[config.mk]
export PLATFORM = sky130hd
export DESIGN_NAME = websocket_frame_deframer_top
export DESIGN_NICKNAME = d
export VERILOG_FILES = /design/src/design/wsdf_pkg.sv /design/src/design/websocket_frame_deframer_top.sv /design/src/design/wsdf_parser.sv
export VERILOG_INCLUDE_DIRS = /design/src /design/src/design
export SDC_FILE = /design/constraint.sdc
export NUM_CORES = 1
export LEC_CHECK = 0
export BUFFER_PORTS_ARGS = -buffer_cell sky130_fd_sc_hd__buf_2
export CELL_PAD_IN_SITES_DETAIL_PLACEMENT = 2
export CELL_PAD_IN_SITES_GLOBAL_PLACEMENT = 2
export CORE_ASPECT_RATIO = 1.25
export CORE_MARGIN = 4
export CORE_UTILIZATION = 39
export CTS_CLUSTER_DIAMETER = 150
export CTS_CLUSTER_SIZE = 20
export DETAILED_ROUTE_END_ITERATION = 10
export GPL_TIMING_DRIVEN = 0
export PLACE_DENSITY_LB_ADDON = 0.25
export RECOVER_POWER = 100
export SETUP_SLACK_MARGIN = 0.02
export SYNTH_ARGS = -nofsm -noshare
export SYNTH_HDL_FRONTEND = slang
export SYNTH_SLANG_ARGS = --single-unit
[constraint.sdc]
create_clock -name clk -period 10.5 [get_ports clk]
set_clock_uncertainty 0.15 [all_clocks]
set_input_delay 2.1 -clock clk [delete_from_list [all_inputs] [get_ports clk]]
set_output_delay 2.1 -clock clk [all_outputs]
set_load 0.01 [all_outputs]
[src/design/assert_macros.svh]
// Assertion macros used by the deframer parser (wsdf_parser).
// No dependencies.
`ifndef ASSERT_MACROS_SVH
`define ASSERT_MACROS_SVH

`ifndef ASSERT_OFF
`define ASSERT_RST(lbl, clk, rst_n, prop) \
	lbl: assert property (@(posedge clk) disable iff (!rst_n) prop) \
	else $error("deframer assertion failed");
`define ASSERT_CLK(lbl, clk, prop) \
	lbl: assert property (@(posedge clk) prop) \
	else $error("deframer assertion failed");
`else
`define ASSERT_RST(lbl, clk, rst_n, prop)
`define ASSERT_CLK(lbl, clk, prop)
`endif

`endif

[src/design/wsdf_pkg.sv]
// Shared types and constants for the WebSocket frame deframer.
// No dependencies.
`timescale 1ns / 1ps

package wsdf_pkg;

	localparam int LEN_W = 64;
	localparam int OUT_LEN_W = 64;
	localparam int MSG_W = 64;

	localparam logic [6:0] LEN16_CODE = 7'd126;
	localparam logic [6:0] LEN64_CODE = 7'd127;
	localparam logic [3:0] EXT16_BYTES = 4'd2;
	localparam logic [3:0] EXT64_BYTES = 4'd8;
	localparam logic [3:0] KEY_BYTES = 4'd4;

	typedef enum logic [5:0] {
		PH_FIRST   = 6'b000001,
		PH_SECOND  = 6'b000010,
		PH_EXT16   = 6'b000100,
		PH_EXT64   = 6'b001000,
		PH_KEY     = 6'b010000,
		PH_PAYLOAD = 6'b100000
	} phase_t;

	typedef struct packed {
		logic                 is_header;
		logic                 fin;
		logic [3:0]           opcode;
		logic                 masked;
		logic [OUT_LEN_W-1:0] payload_length;
		logic [7:0]           payload_byte;
		logic                 last_of_frame;
		logic                 last_of_message;
		logic [MSG_W-1:0]     message_length;
	} rec_t;

endpackage

[src/design/websocket_frame_deframer_top.sv]
// Channel      Valid      Stall      Payload
// input        in_valid   in_stall   rx_byte
// output       out_valid  out_stall  is_header .. message_length
// One byte per cycle while in_stall is low; an input register feeds the parser and
// a result register holds each record, which out_valid then presents.
// Header bytes other than the last one produce no output transfer.
// in_stall rises only while a byte waits in the input register and the result
// register is full and stalled. Reset clears the parser to wait for a frame start.
// Top level of the deframer; depends on wsdf_pkg and wsdf_parser.
`timescale 1ns / 1ps

module websocket_frame_deframer_top (
	input  logic                            clk,
	input  logic                            arst_n,
	input  logic                            in_valid,
	output logic                            in_stall,
	input  logic [7:0]                      rx_byte,
	output logic                            out_valid,
	input  logic                            out_stall,
	output logic                            is_header,
	output logic                            fin,
	output logic [3:0]                      opcode,
	output logic                            masked,
	output logic [wsdf_pkg::OUT_LEN_W-1:0]  payload_length,
	output logic [7:0]                      payload_byte,
	output logic                            last_of_frame,
	output logic                            last_of_message,
	output logic [wsdf_pkg::MSG_W-1:0]      message_length
);

	logic valid_s1;
	logic [7:0] byte_s1;
	logic valid_s2;
	wsdf_pkg::rec_t rec_s2;
	wsdf_pkg::rec_t rec;
	logic rec_valid;
	logic advance, step;

	assign advance  = !valid_s2 || !out_stall;
	assign step     = valid_s1 && advance;
	assign in_stall = valid_s1 && !advance;

	always_ff @(posedge clk or negedge arst_n) begin
		if (!arst_n) begin
			valid_s1 <= 1'b0;
		end else if (!in_stall) begin
			valid_s1 <= in_valid;
		end
	end

	always_ff @(posedge clk) begin
		if (in_valid && !in_stall) begin
			byte_s1 <= rx_byte;
		end
	end

	wsdf_parser u_parser (
		.clk       (clk),
		.arst_n    (arst_n),
		.step      (step),
		.rx_byte   (byte_s1),
		.rec_valid (rec_valid),
		.rec       (rec)
	);

	always_ff @(posedge clk or negedge arst_n) begin
		if (!arst_n) begin
			valid_s2 <= 1'b0;
		end else if (advance) begin
			valid_s2 <= rec_valid;
		end
	end

	always_ff @(posedge clk) begin
		if (advance && rec_valid) begin
			rec_s2 <= rec;
		end
	end

	assign out_valid       = valid_s2;
	assign is_header       = rec_s2.is_header;
	assign fin             = rec_s2.fin;
	assign opcode          = rec_s2.opcode;
	assign masked          = rec_s2.masked;
	assign payload_length  = rec_s2.payload_length;
	assign payload_byte    = rec_s2.payload_byte;
	assign last_of_frame   = rec_s2.last_of_frame;
	assign last_of_message = rec_s2.last_of_message;
	assign message_length  = rec_s2.message_length;

endmodule

[src/design/wsdf_parser.sv]
// Frame header parser state and per-byte update logic.
// Depends on wsdf_pkg and assert_macros.svh.
`timescale 1ns / 1ps
`include "assert_macros.svh"

module wsdf_parser (
	input  logic              clk,
	input  logic              arst_n,
	input  logic              step,
	input  logic [7:0]        rx_byte,
	output logic              rec_valid,
	output wsdf_pkg::rec_t    rec
);

	wsdf_pkg::phase_t phase_q, phase_d;
	logic [3:0] fbc_q, fbc_d;
	logic fin_q, fin_d;
	logic [3:0] opc_q, opc_d;
	logic msk_q, msk_d;
	logic [wsdf_pkg::LEN_W-1:0] len_q, len_d;
	logic [wsdf_pkg::LEN_W-1:0] rem_q, rem_d;
	logic [wsdf_pkg::MSG_W-1:0] mc_q, mc_d;

	logic [3:0] cnt_inc;
	logic [wsdf_pkg::LEN_W-1:0] rem_dec;
	logic [6:0] code;
	logic hdr_done, finish, emit, last, is_hdr, lom;

	always_comb begin
		phase_d  = phase_q;
		fbc_d    = fbc_q;
		fin_d    = fin_q;
		opc_d    = opc_q;
		msk_d    = msk_q;
		len_d    = len_q;
		rem_d    = rem_q;
		mc_d     = mc_q;
		hdr_done = 1'b0;
		finish   = 1'b0;
		emit     = 1'b0;
		last     = 1'b0;
		is_hdr   = 1'b0;
		code     = rx_byte[6:0];
		cnt_inc  = fbc_q + 4'd1;
		rem_dec  = (rem_q != '0) ? rem_q - 1'b1 : '0;

		case (phase_q)
			wsdf_pkg::PH_FIRST: begin
				fin_d   = rx_byte[7];
				opc_d   = rx_byte[3:0];
				phase_d = wsdf_pkg::PH_SECOND;
			end
			wsdf_pkg::PH_SECOND: begin
				msk_d = rx_byte[7];
				fbc_d = '0;
				len_d = '0;
				if (code == wsdf_pkg::LEN16_CODE) begin
					phase_d = wsdf_pkg::PH_EXT16;
				end else if (code == wsdf_pkg::LEN64_CODE) begin
					phase_d = wsdf_pkg::PH_EXT64;
				end else begin
					len_d    = wsdf_pkg::LEN_W'(code);
					hdr_done = 1'b1;
				end
			end
			wsdf_pkg::PH_EXT16, wsdf_pkg::PH_EXT64: begin
				len_d = {len_q[wsdf_pkg::LEN_W-9:0], rx_byte};
				fbc_d = cnt_inc;
				if (cnt_inc >= ((phase_q == wsdf_pkg::PH_EXT16) ?
					wsdf_pkg::EXT16_BYTES : wsdf_pkg::EXT64_BYTES)) begin
					hdr_done = 1'b1;
				end
			end
			wsdf_pkg::PH_KEY: begin
				fbc_d = cnt_inc;
				if (cnt_inc >= wsdf_pkg::KEY_BYTES) begin
					finish = 1'b1;
				end
			end
			wsdf_pkg::PH_PAYLOAD: begin
				if (mc_q != '1) begin
					mc_d = mc_q + 1'b1;
				end
				rem_d = rem_dec;
				last  = (rem_dec == '0);
				emit  = 1'b1;
				if (last) begin
					phase_d = wsdf_pkg::PH_FIRST;
				end
			end
			default: begin
				phase_d = wsdf_pkg::PH_FIRST;
			end
		endcase

		if (hdr_done) begin
			fbc_d = '0;
			if (msk_d) begin
				phase_d = wsdf_pkg::PH_KEY;
			end else begin
				finish = 1'b1;
			end
		end

		if (finish) begin
			rem_d   = len_d;
			fbc_d   = '0;
			emit    = 1'b1;
			is_hdr  = 1'b1;
			last    = (len_d == '0);
			phase_d = last ? wsdf_pkg::PH_FIRST : wsdf_pkg::PH_PAYLOAD;
		end

		lom = last & fin_d;

		rec.is_header       = is_hdr;
		rec.fin             = fin_d;
		rec.opcode          = opc_d;
		rec.masked          = msk_d;
		rec.payload_length  = wsdf_pkg::OUT_LEN_W'(len_d);
		rec.payload_byte    = is_hdr ? 8'd0 : rx_byte;
		rec.last_of_frame   = last;
		rec.last_of_message = lom;
		rec.message_length  = mc_d;

		if (emit && lom) begin
			mc_d = '0;
		end

		rec_valid = step & emit;
	end

	always_ff @(posedge clk or negedge arst_n) begin
		if (!arst_n) begin
			phase_q <= wsdf_pkg::PH_FIRST;
			fbc_q   <= '0;
			fin_q   <= 1'b0;
			opc_q   <= '0;
			msk_q   <= 1'b0;
			len_q   <= '0;
			rem_q   <= '0;
			mc_q    <= '0;
		end else if (step) begin
			phase_q <= phase_d;
			fbc_q   <= fbc_d;
			fin_q   <= fin_d;
			opc_q   <= opc_d;
			msk_q   <= msk_d;
			len_q   <= len_d;
			rem_q   <= rem_d;
			mc_q    <= mc_d;
		end
	end

	`ASSERT_RST(a_fbc_bound, clk, arst_n, fbc_q <= wsdf_pkg::EXT64_BYTES)
	`ASSERT_RST(a_lom_clears, clk, arst_n, rec_valid && rec.last_of_message |=> mc_q == '0)
	`ASSERT_RST(a_last_to_first, clk, arst_n, rec_valid && rec.last_of_frame |=> phase_q == wsdf_pkg::PH_FIRST)
	`ASSERT_RST(a_hdr_rem, clk, arst_n, rec_valid && rec.is_header |=> rem_q == len_q)
	`ASSERT_RST(a_payload_rec, clk, arst_n, phase_q == wsdf_pkg::PH_PAYLOAD && step |-> rec_valid && !rec.is_header)

endmodule

# After elaboration in Yosys (flattened, before gate mapping)
# Index checks and enable logic that the tools add are counted.
# totals
reg_bits	363
latchBits	0
ramBits	0
mem_bits_ro	0
inputBits	12
elab_cells	92
mem_count	0
# classes
n_addsub	3
mul	0
div	0
order_cmp	2
n_eq_ne	9
shifts	0
n_mux	37
bitwise_logic	2
n_reduce_logical	19
# op_table
operator	count
2-to-1 mux 64 bit	7
zero test 64 bit	2
one-hot mux 64 bit (2 select lines)	1
adder 64 x 1 -> 64 bit (second input constant)	1
!= test 64 bit (second input constant)	1
nonzero test 64 bit	1
subtractor 64 x 1 -> 64 bit (second input constant)	1
2-to-1 mux 6 bit	7
one-hot mux 6 bit (4 select lines)	1
2-to-1 mux 4 bit	4
== test 7 bit (second input constant)	2
2-to-1 mux 1 bit	14
one-hot mux 4 bit (2 select lines)	1
2-to-1 mux 7 bit	1
== test 6 x 1 -> 1 bit (second input constant)	1
== test 6 x 2 -> 1 bit (second input constant)	1
== test 6 x 3 -> 1 bit (second input constant)	1
== test 6 x 4 -> 1 bit (second input constant)	1
== test 6 x 5 -> 1 bit (second input constant)	1
== test 6 bit (second input constant)	1
logical AND 1 bit	5
adder 4 x 1 -> 4 bit (second input constant)	1
greater-or-equal comparator 4 x 3 -> 1 bit (second input constant)	1
greater-or-equal comparator 4 bit	1
other kinds (9)	14

# Longest topological paths before layout
# Gate-level depths: netlist of run 1.
# logic_depth
ltp_word	10
depth_mapped	16
mapped_depth_nobuf	14

# By module
# Synthesis of run 1 repeated with hierarchy kept, for this count alone.
# unflattened
cells_unflattened	1930
hier_area_um2	18602.8
# by_module_without_submodules
module	instances	cells_each	area_each_um2	seq_area_each_um2
wsdf_parser	1	1767	13909.6	5206.2
websocket_frame_deframer_top	1	163	4693.3	4644.5

# Least setup slack after synthesis of run 1
# No wires, ideal clock.
# synth_timing
path_kind	input -> register
start	in out_stall
end	reg u_parser.rem_q[12] (netlist bit)
setup_ns	0.087
arrival_time_ns	7.763
required_time_ns	10.263
slack_ns	2.500
cell_stages	9
path_buffers	3
path_cell_list	nand2_1 -> and2_1 -> clkbuf_1 -> o21ai_0 -> inv_1 -> clkbuf_1 -> clkbuf_1 -> o21ai_0 -> nand2_1
# synth_between
elab_chain_cells	4
# synth_rtl
item	line_no	text
start, declared	websocket_frame_deframer_top.sv:19	input logic out_stall,
zero test 1 bit	websocket_frame_deframer_top.sv:39	assign advance = !valid_s2 || !out_stall;
logical OR 1 bit	websocket_frame_deframer_top.sv:39	
logical AND 1 bit	websocket_frame_deframer_top.sv:40	assign step = valid_s1 && advance;
AND reduction 2 bit (no line)	n/a	
end signal, assigned	wsdf_parser.sv:150	rem_q <= rem_d;
end, declared	wsdf_parser.sv:21	logic [wsdf_pkg::LEN_W-1:0] rem_q, rem_d;
# Every way passes these cells.
# A chain may end at the register's enable or synchronous reset.

# Final worst setup path of run 1
# layout_timing
start	reg u_parser.rem_q[0] (netlist bit)
end	reg u_parser.mc_q[56] (netlist bit)
# layout_between
elab_chain_cells	8
word_cells_on_any_way	9
# layout_rtl
item	line_no	text
subtractor 64 x 1 -> 64 bit or nonzero test 64 bit (tied branches)	wsdf_parser.sv:45	rem_dec = (rem_q != '0) ? rem_q - 1'b1 : '0;
2-to-1 mux 64 bit (*)	wsdf_parser.sv:45	
zero test 64 bit (*)	wsdf_parser.sv:85	last = (rem_dec == '0);
2-to-1 mux 1 bit (*)	wsdf_parser.sv:47	case (phase_q)
2-to-1 mux 1 bit (*)	wsdf_parser.sv:105	if (finish) begin
AND 1 bit (*)	wsdf_parser.sv:114	lom = last & fin_d;
logical AND 1 bit (*)	wsdf_parser.sv:126	if (emit && lom) begin
2-to-1 mux 64 bit (*)	wsdf_parser.sv:126	
end signal, assigned	wsdf_parser.sv:151	mc_q <= mc_d;
end, declared	wsdf_parser.sv:22	logic [wsdf_pkg::MSG_W-1:0] mc_q, mc_d;
# Every way passes the cells marked *; elsewhere a longest branch is shown, timed or not.

==> results of run 1 <==
synthesized netlist by cell type (21+ instances only):
library cell  instances  area (µm²)
xor2_1               41       359.1
nor4_1               53       331.6
clkbuf_1             89       334.1
a22oi_1              50       375.4
or3_1                21       131.4
o21ai_0             144       720.7
xnor2_1              87       762.0
nand4_1              56       350.3
a22o_1               44       385.4
inv_1                82       307.8
nand2_1             212       795.8
nor3_1               87       435.4
o22ai_1              21       131.4
edfxtp_1            153        4594
or4_1                25       187.7
nor2_1              199       747.0
a21oi_1              60       300.3
dfrtp_1             209        5230
nand3_1              51       255.2
final timing paths:
path / start / to / slack (ps) / depth (start not counted)
setup / recovery: u_parser.rem_q[0]$_DFFE_PN0P_ / u_parser.mc_q[56]$_DFFE_PN0P_ / 3080 / 15
hold / removal: u_parser.opc_q[2]$_DFFE_PN0P_ / u_parser.opc_q[2]$_DFFE_PN0P_ / 340 / 2
setup reg to reg: u_parser.rem_q[0]$_DFFE_PN0P_ / u_parser.mc_q[56]$_DFFE_PN0P_ / 3080 / 15
hold reg to reg: u_parser.opc_q[2]$_DFFE_PN0P_ / u_parser.opc_q[2]$_DFFE_PN0P_ / 340 / 2
max in group asynchronous: arst_n / u_parser.rem_q[43]$_DFFE_PN0P_ / 5670 / 1
min in group asynchronous: arst_n / u_parser.mc_q[61]$_DFFE_PN0P_ / 2560 / 1
where the power goes:
part,total [mW],leakage [nW],internal [mW],switching (mW)
Combinational,1.17,3.50,0.295,0.879
Clock,0.924,0.311,0.417,0.507
Sequential,1.82,4.17,1.67,0.149
Total,3.92,7.99,2.39,1.54
critical path, stage by stage (launching register included):
cell      delay (ps)
dfrtp_1          410
inv_1            140
ha_1             280
nor4b_1         1070
nand2_1          180
clkbuf_1         370
nor4_1           710
xnor2_1          280
nor3b_1          330
nand4_1          270
or4_1            620
o311ai_0         980
and2_0           250
clkbuf_1         500
clkbuf_1         570
nor3_1           150
per-stage QoR:
step,util [%],setup TNS [ps]
after floorplan,-,0
after global placement,43.10,-72230
after detailed placement,43.38,0
after CTS,44.78,0
after global routing,44.22,0
final,44.22,0
final cells by class:
class	count	area share (%)
buffer	117	2.174
clock buffer	38	3.075
clock inverter	1	0.09743
inverter	83	1.516
multi-input combinational	1340	37.89
sequential	363	47.94
tap	630	3.836
timing repair buffer	162	3.471
metal layers:
layer / GRT usage [%] / part of all wire [%]
met5: 0 / 0.011
met4: 19.25 / 7.7
met3: 3.896 / 5.1
met2: 55.72 / 50
met1: 35.97 / 37
logic make-up after synthesis:
logic type	after synthesis	share of synthesized area, %
adder cells (fa/ha/maj)	5	0.3391
flip-flops	363	53.39
AND/OR/NAND/NOR	812	21.91
XOR/XNOR	128	6.077
buffers and inverters	200	4.402
AO/OA/AOI/OAI	387	13.41
multiplexers	8	0.4612
flip-flops by register name, summed over array words and instances, names as in the netlist:
register	cells
payload_byte	8
u_parser.fin_q	1
last_of_message	1
out_valid	1
valid_s1	1
u_parser.fbc_q	4
payload_length	64
fin	1
opcode	4
masked	1
u_parser.mc_q	64
u_parser.rem_q	64
is_header	1
u_parser.msk_q	1
last_of_frame	1
message_length	64
byte_s1	8
u_parser.len_q	64
u_parser.phase_q	6
u_parser.opc_q	4
==> results.tsv, run 1 <==
metric	value	unit
Setup CP Type	reg2reg	
PostCTS Resize Cnt	0	
# hold bufs at CTS	0	
fraction of registers with async set/reset	57.85	%
fillcell total	5191	
Fin Hold WS	339.8	ps
Mapped Area	18450	µm²
Final ANT Viol Nets	0	
Mapped Cells	1903	
Finished Cell Area	20550	µm²
core outline area	46460	µm²
Synth Warn #	0	
Hold Fails Final Rpt	0	
Rel. slew slack	-131.7	%
largest net degree at the start of global routing	97	
number of synthesized flops with an enable pin	153	
outcome	finished with violations	
Setup Buffers After CTS	0	
WL/cell	29.97	µm
min setup slack post-route	3079	ps
root buffer cell	clkbuf_16	
LEAKAGE	7.988	nW
DP Area	20160	µm²
initial core utilization	39.71	%
vias per inst	6.120	
multi-input logic area	7785	µm²
Total GRT Usage	31.35	%
Rows	88	
DR DRC count	0	
clock-pin slew of the registers on the worst-case setup and hold paths	90	ps
final non-filler cell total	2734	
remaining global-route overflow	0	
Cell Pwr Density	190.8	nW/µm²
die area	50870	µm²
WL final	81940	µm
Worst Path Required	10760	ps
worst min-delay path class	reg2reg	
crit share post-route	70.68	%
syn nets	1920	
Nets	2106	
syn avg cell area	9.695	µm²
Worst setup SP type	flop	
first-pass GRT wire length	120900	µm
Clock Latency Late Sink	570	ps
Die Y	251.2	µm
VDD IR max	0.00008719	V
TritonCTS clock tree	built	
Min Clock Period, post-route	7421	ps
synth-to-layout area growth	11.37	%
Seq/Total Area, Yosys	53.39	%
GP Congestion	0.9894	
Die Wd	202.5	µm
Pins Over Slew Limit	104	
antenna violations before repair	1	
H-Tree Depth	1	
Final Setup Violations	0	
port buffer count	158	
violated checks	max-capacitance violations, max-slew violations	
routed via count	16730	
layout cells sized above 1	3.137	%
crit path max fanout	10	
Max Cap Viol	3	
Achievable Freq	134.8	MHz
flops & latches, synth	363	
pre-CTS setup slack	4466	ps
commonest non-fill, non-tap cell in the layout	clkbuf_1	
total CTS buffers	22	
Iter 0 DRT Violations	1123	
Ant. Diodes	0	
Synth cell types	76	
RSZ-0062 raised after global routing	no	
most common flop cell mapped by yosys	dfrtp_1	
commonest non-fill, non-tap cells in the layout	271 x clkbuf_1, 212 x nand2_1, 209 x dfrtp_1	
Ports	159	
dpl cells	2695	
clk sinks	363	
post-DP HPWL	62020	µm
Critical Path AT	7680	ps
Clock Path Buffers	3	
vias in the first global route	18190	
CP Capture Type	flop	
total power	3.921	mW
register area	9851	µm²
1st-pass router iterations	5	
slew at the pin with the worst max-slew slack	3476	ps
No activity file was read; power rests on OpenSTA's default activity.
==> run 2, diff against run 1 <==
Settings changed: ABC_AREA set to 1, CORE_UTILIZATION 39 to 32.
Clock period 10.5 ns to 6.4 ns, I/O delays scaled along.
==> run 2 against run 1 <==
- the flow still finishes with violations (max-capacitance violations, max-slew violations)
- worst setup slack worse by 2000 ps
- via count is 18% higher
- combinational power grew to 4.0 times the previous value
- clock-buffer cell count stayed put
- cell area is 10% higher
- sequential cell count stayed put
- area after synthesis is 10% higher
- critical endpoint is now payload_length[55]$_DFFE_PP_
- largest power group is now combinational logic
- highest routed layer is now met4
==> results.tsv, run 2 <==
metric	value	unit	change
outcome	finished with violations		
violated checks	max-capacitance violations, max-slew violations		
clock-pin slew of the registers on the worst-case setup and hold paths	100	ps	about the same
R2R Path End	payload_length[55]$_DFFE_PP_		
Synth cell types	48		-37%
total CTS buffers	22		unchanged
synth-to-layout area growth	11.43	%	about the same
TritonCTS clock tree	built		
Nets	2869		+36%
Final Setup Violations	0		unchanged
Cell Pwr Density	440.8	nW/µm²	+130%
crit path max fanout	82		+72
Worst Setup EP	payload_length[55]$_DFFE_PP_		
most common flop cell mapped by yosys	dfrtp_1		
core outline area	63020	µm²	+36%
post-layout util	35.97	%	-8.3 points
Clock Path Buffers	3		unchanged
routed via count	19750		+18%
Mapped Cells	2667		+40%
Min Clock Period, post-route	5284	ps	-2137 ps
Die Y	289.9	µm	+15%
Rows	103		+17%
Synth Warn #	0		unchanged
Critical Path Start	u_parser.phase_q[3]$_DFFE_PN0P_		
antenna violations before repair	0		-1
WP buf/inv	4		unchanged
WL met1	34570	µm	+15%
crit share post-route	82.56	%	+12 points
Max Cap Viol	1		-2
commonest non-fill, non-tap cells in the layout	760 x nand2_1, 344 x nor2_1, 311 x inv_1		
largest net degree at the start of global routing	95		-2.1%
post-DP HPWL	76460	µm	+23%
CP Cell Sequence	nor2_1 -> nand2_1 -> nor3_2 -> inv_1 -> a21oi_1 -> buf_2 -> buf_6 -> buf_16		
die area	67690	µm²	+33%
top-area cell type share of the netlist area	25.71	%	-2.6 points
Worst setup SP type	flop		
Setup Buffers After CTS	0		unchanged
DP Area	22280	µm²	+11%
Die Wd	233.5	µm	+15%
worst reg2reg setup slack	1120	ps	-1960 ps
Finished Cell Area	22670	µm²	+10%
WL/cell	25.63	µm	-14%
top cells by area, synth	dfrtp_1 26%, edfxtp_1 23%, nand2_1 14%		
Pins Over Slew Limit	39		-63%
remaining global-route overflow	0		unchanged
area leader, netlist	dfrtp_1		
Iter 0 DRT Violations	973		-13%
Worst Path Required	6470	ps	-4290 ps
Final ANT Viol Nets	0		unchanged
number of synthesized flops with an enable pin	153		unchanged
met3 WL	2079	µm	-51%
Top delay family on crit path	buffers and inverters		
GP Congestion	0.9545		-3.5%
clk sinks	363		unchanged
PostCTS Resize Cnt	0		unchanged
first-pass GRT wire length	141300	µm	+17%
layout cells sized above 1	3.278	%	+0.14 points
met2 WL	52160	µm	+26%
RSZ-0062 raised after global routing	no		
vias in the first global route	22370		+23%
initial core utilization	32.28	%	-7.4 points
critical path depth	8		-7
worst min-delay path class	reg2reg		
most frequent cells after synthesis	758 x nand2_1, 343 x nor2_1, 309 x inv_1		
Total GRT Usage	27.64	%	-3.7 points
FF-to-FF Start	u_parser.phase_q[3]$_DFFE_PN0P_		
Rel. slew slack	-63.94	%	+68 points
CP Capture Type	flop		
syn nets	2684		+40%
Hold Fails Final Rpt	0		unchanged
syn avg cell area	7.627	µm²	-21%
Achievable Freq	189.3	MHz	+40%
Critical Path AT	5350	ps	-2330 ps
cell with the most instances after synthesis	nand2_1		
1st-pass router iterations	5		unchanged
flops & latches, synth	363		unchanged
commonest non-fill, non-tap cell in the layout	nand2_1		
Clock Latency Late Sink	610	ps	+40 ps
Seq/Total Area, Yosys	48.43	%	-5.0 points
Worst path slowest cell	a21oi_1		
Fin Hold WS	345.1	ps	+5.303 ps
reg2reg path depth	8		-7
fraction of registers with async set/reset	57.85	%	unchanged
highest metal used	met4		
port buffer count	158		unchanged
Mapped Area	20340	µm²	+10%
total power	9.992	mW	+150%
LEAKAGE	9.666	nW	+21%
Ports	159		unchanged
vias per inst	5.327		-13%
Setup CP Type	reg2reg		
Hold Path Cell Cnt	2		unchanged
WL final	95040	µm	+16%
H-Tree Depth	1		unchanged
slew at the pin with the worst max-slew slack	2459	ps	-1017 ps
DR DRC count	0		unchanged
VDD IR max	0.0002323	V	+170%
Ant. Diodes	0		unchanged
root buffer cell	clkbuf_16		
worst min-delay path startpoint	u_parser.opc_q[0]$_DFFE_PN0P_		
CP peak stage delay	960	ps	-110 ps
# hold bufs at CTS	0		unchanged
run 2: cell types whose count changed in the layout (fill, tap and decap cells not counted), moves of 25 or more:
cell,change
a21oi_1,-54
a22o_1,-44
a22oi_1,-48
inv_1,+229
nand2_1,+548
nand3_1,+131
nor2_1,+145
nor3_1,-44
nor4_1,-35
o211ai_1,+41
o21ai_0,+85
o22ai_1,+41
or4_1,-25
xnor2_1,-77
run 2: metrics by stage:
step                      cells  worst slack (ps)  setup TNS, ps
after floorplan            2667              1741              0
after global placement     3665            -404.3        -114140
after detailed placement   3668              1233              0
after CTS                  3708              1497              0
after global routing       3708             766.5              0
final                      3708              1116              0
run 2: logic make-up after synthesis:
kind of cell	share of synthesized area (%)
AOI/OAI and AO/OA	9.940
xor gates and xnor gates	2.928
buffers and inverters	8.384
and+or+nand+nor	30.02
adders and majority gates	0.3075
DFF	48.43
run 2: power breakdown:
group	internal (mW)	switching, mW	leakage, nW
clock network	0.674	0.879	0.310
registers	3.24	0.570	4.20
logic	1.20	3.43	5.15
total	5.11	4.88	9.67
run 2: per-layer routing:
| layer | up-vias | GRT usage, % |
|---|---|---|
| met1 | 10130 | 28.76 |
| li1 | 9056 | - |
| met4 | 0 | 14.87 |
| met5 | - | 0 |
| met2 | 364 | 53.98 |
| met3 | 201 | 2.042 |
run 2: worst min-delay path, stage by stage, from the launching register on:
cell	delay, ps
dfrtp_1	350
nand2_1	60
nand2_1	60
run 2: worst min-delay path by stage:
stage / to
final: u_parser.opc_q[0]$_DFFE_PN0P_
after global routing: u_parser.opc_q[0]$_DFFE_PN0P_
after CTS: u_parser.opc_q[0]$_DFFE_PN0P_
after detailed placement: u_parser.opc_q[0]$_DFFE_PN0P_
after global placement: u_parser.msk_q$_DFFE_PN0P_
after floorplan: u_parser.opc_q[0]$_DFFE_PN0P_
run 2: final cells by class:
class | count | area, µm²
Buffer | 110 | 471.7
Sequential cell | 363 | 9851
Timing Repair Buffer | 161 | 688.2
Multi-Input combinational cell | 1879 | 8770
Inverter | 315 | 1182
Fill cell | 7516 | 40350
Tap cell | 840 | 1051
Clock buffer | 38 | 620.6
Clock inverter | 2 | 32.53
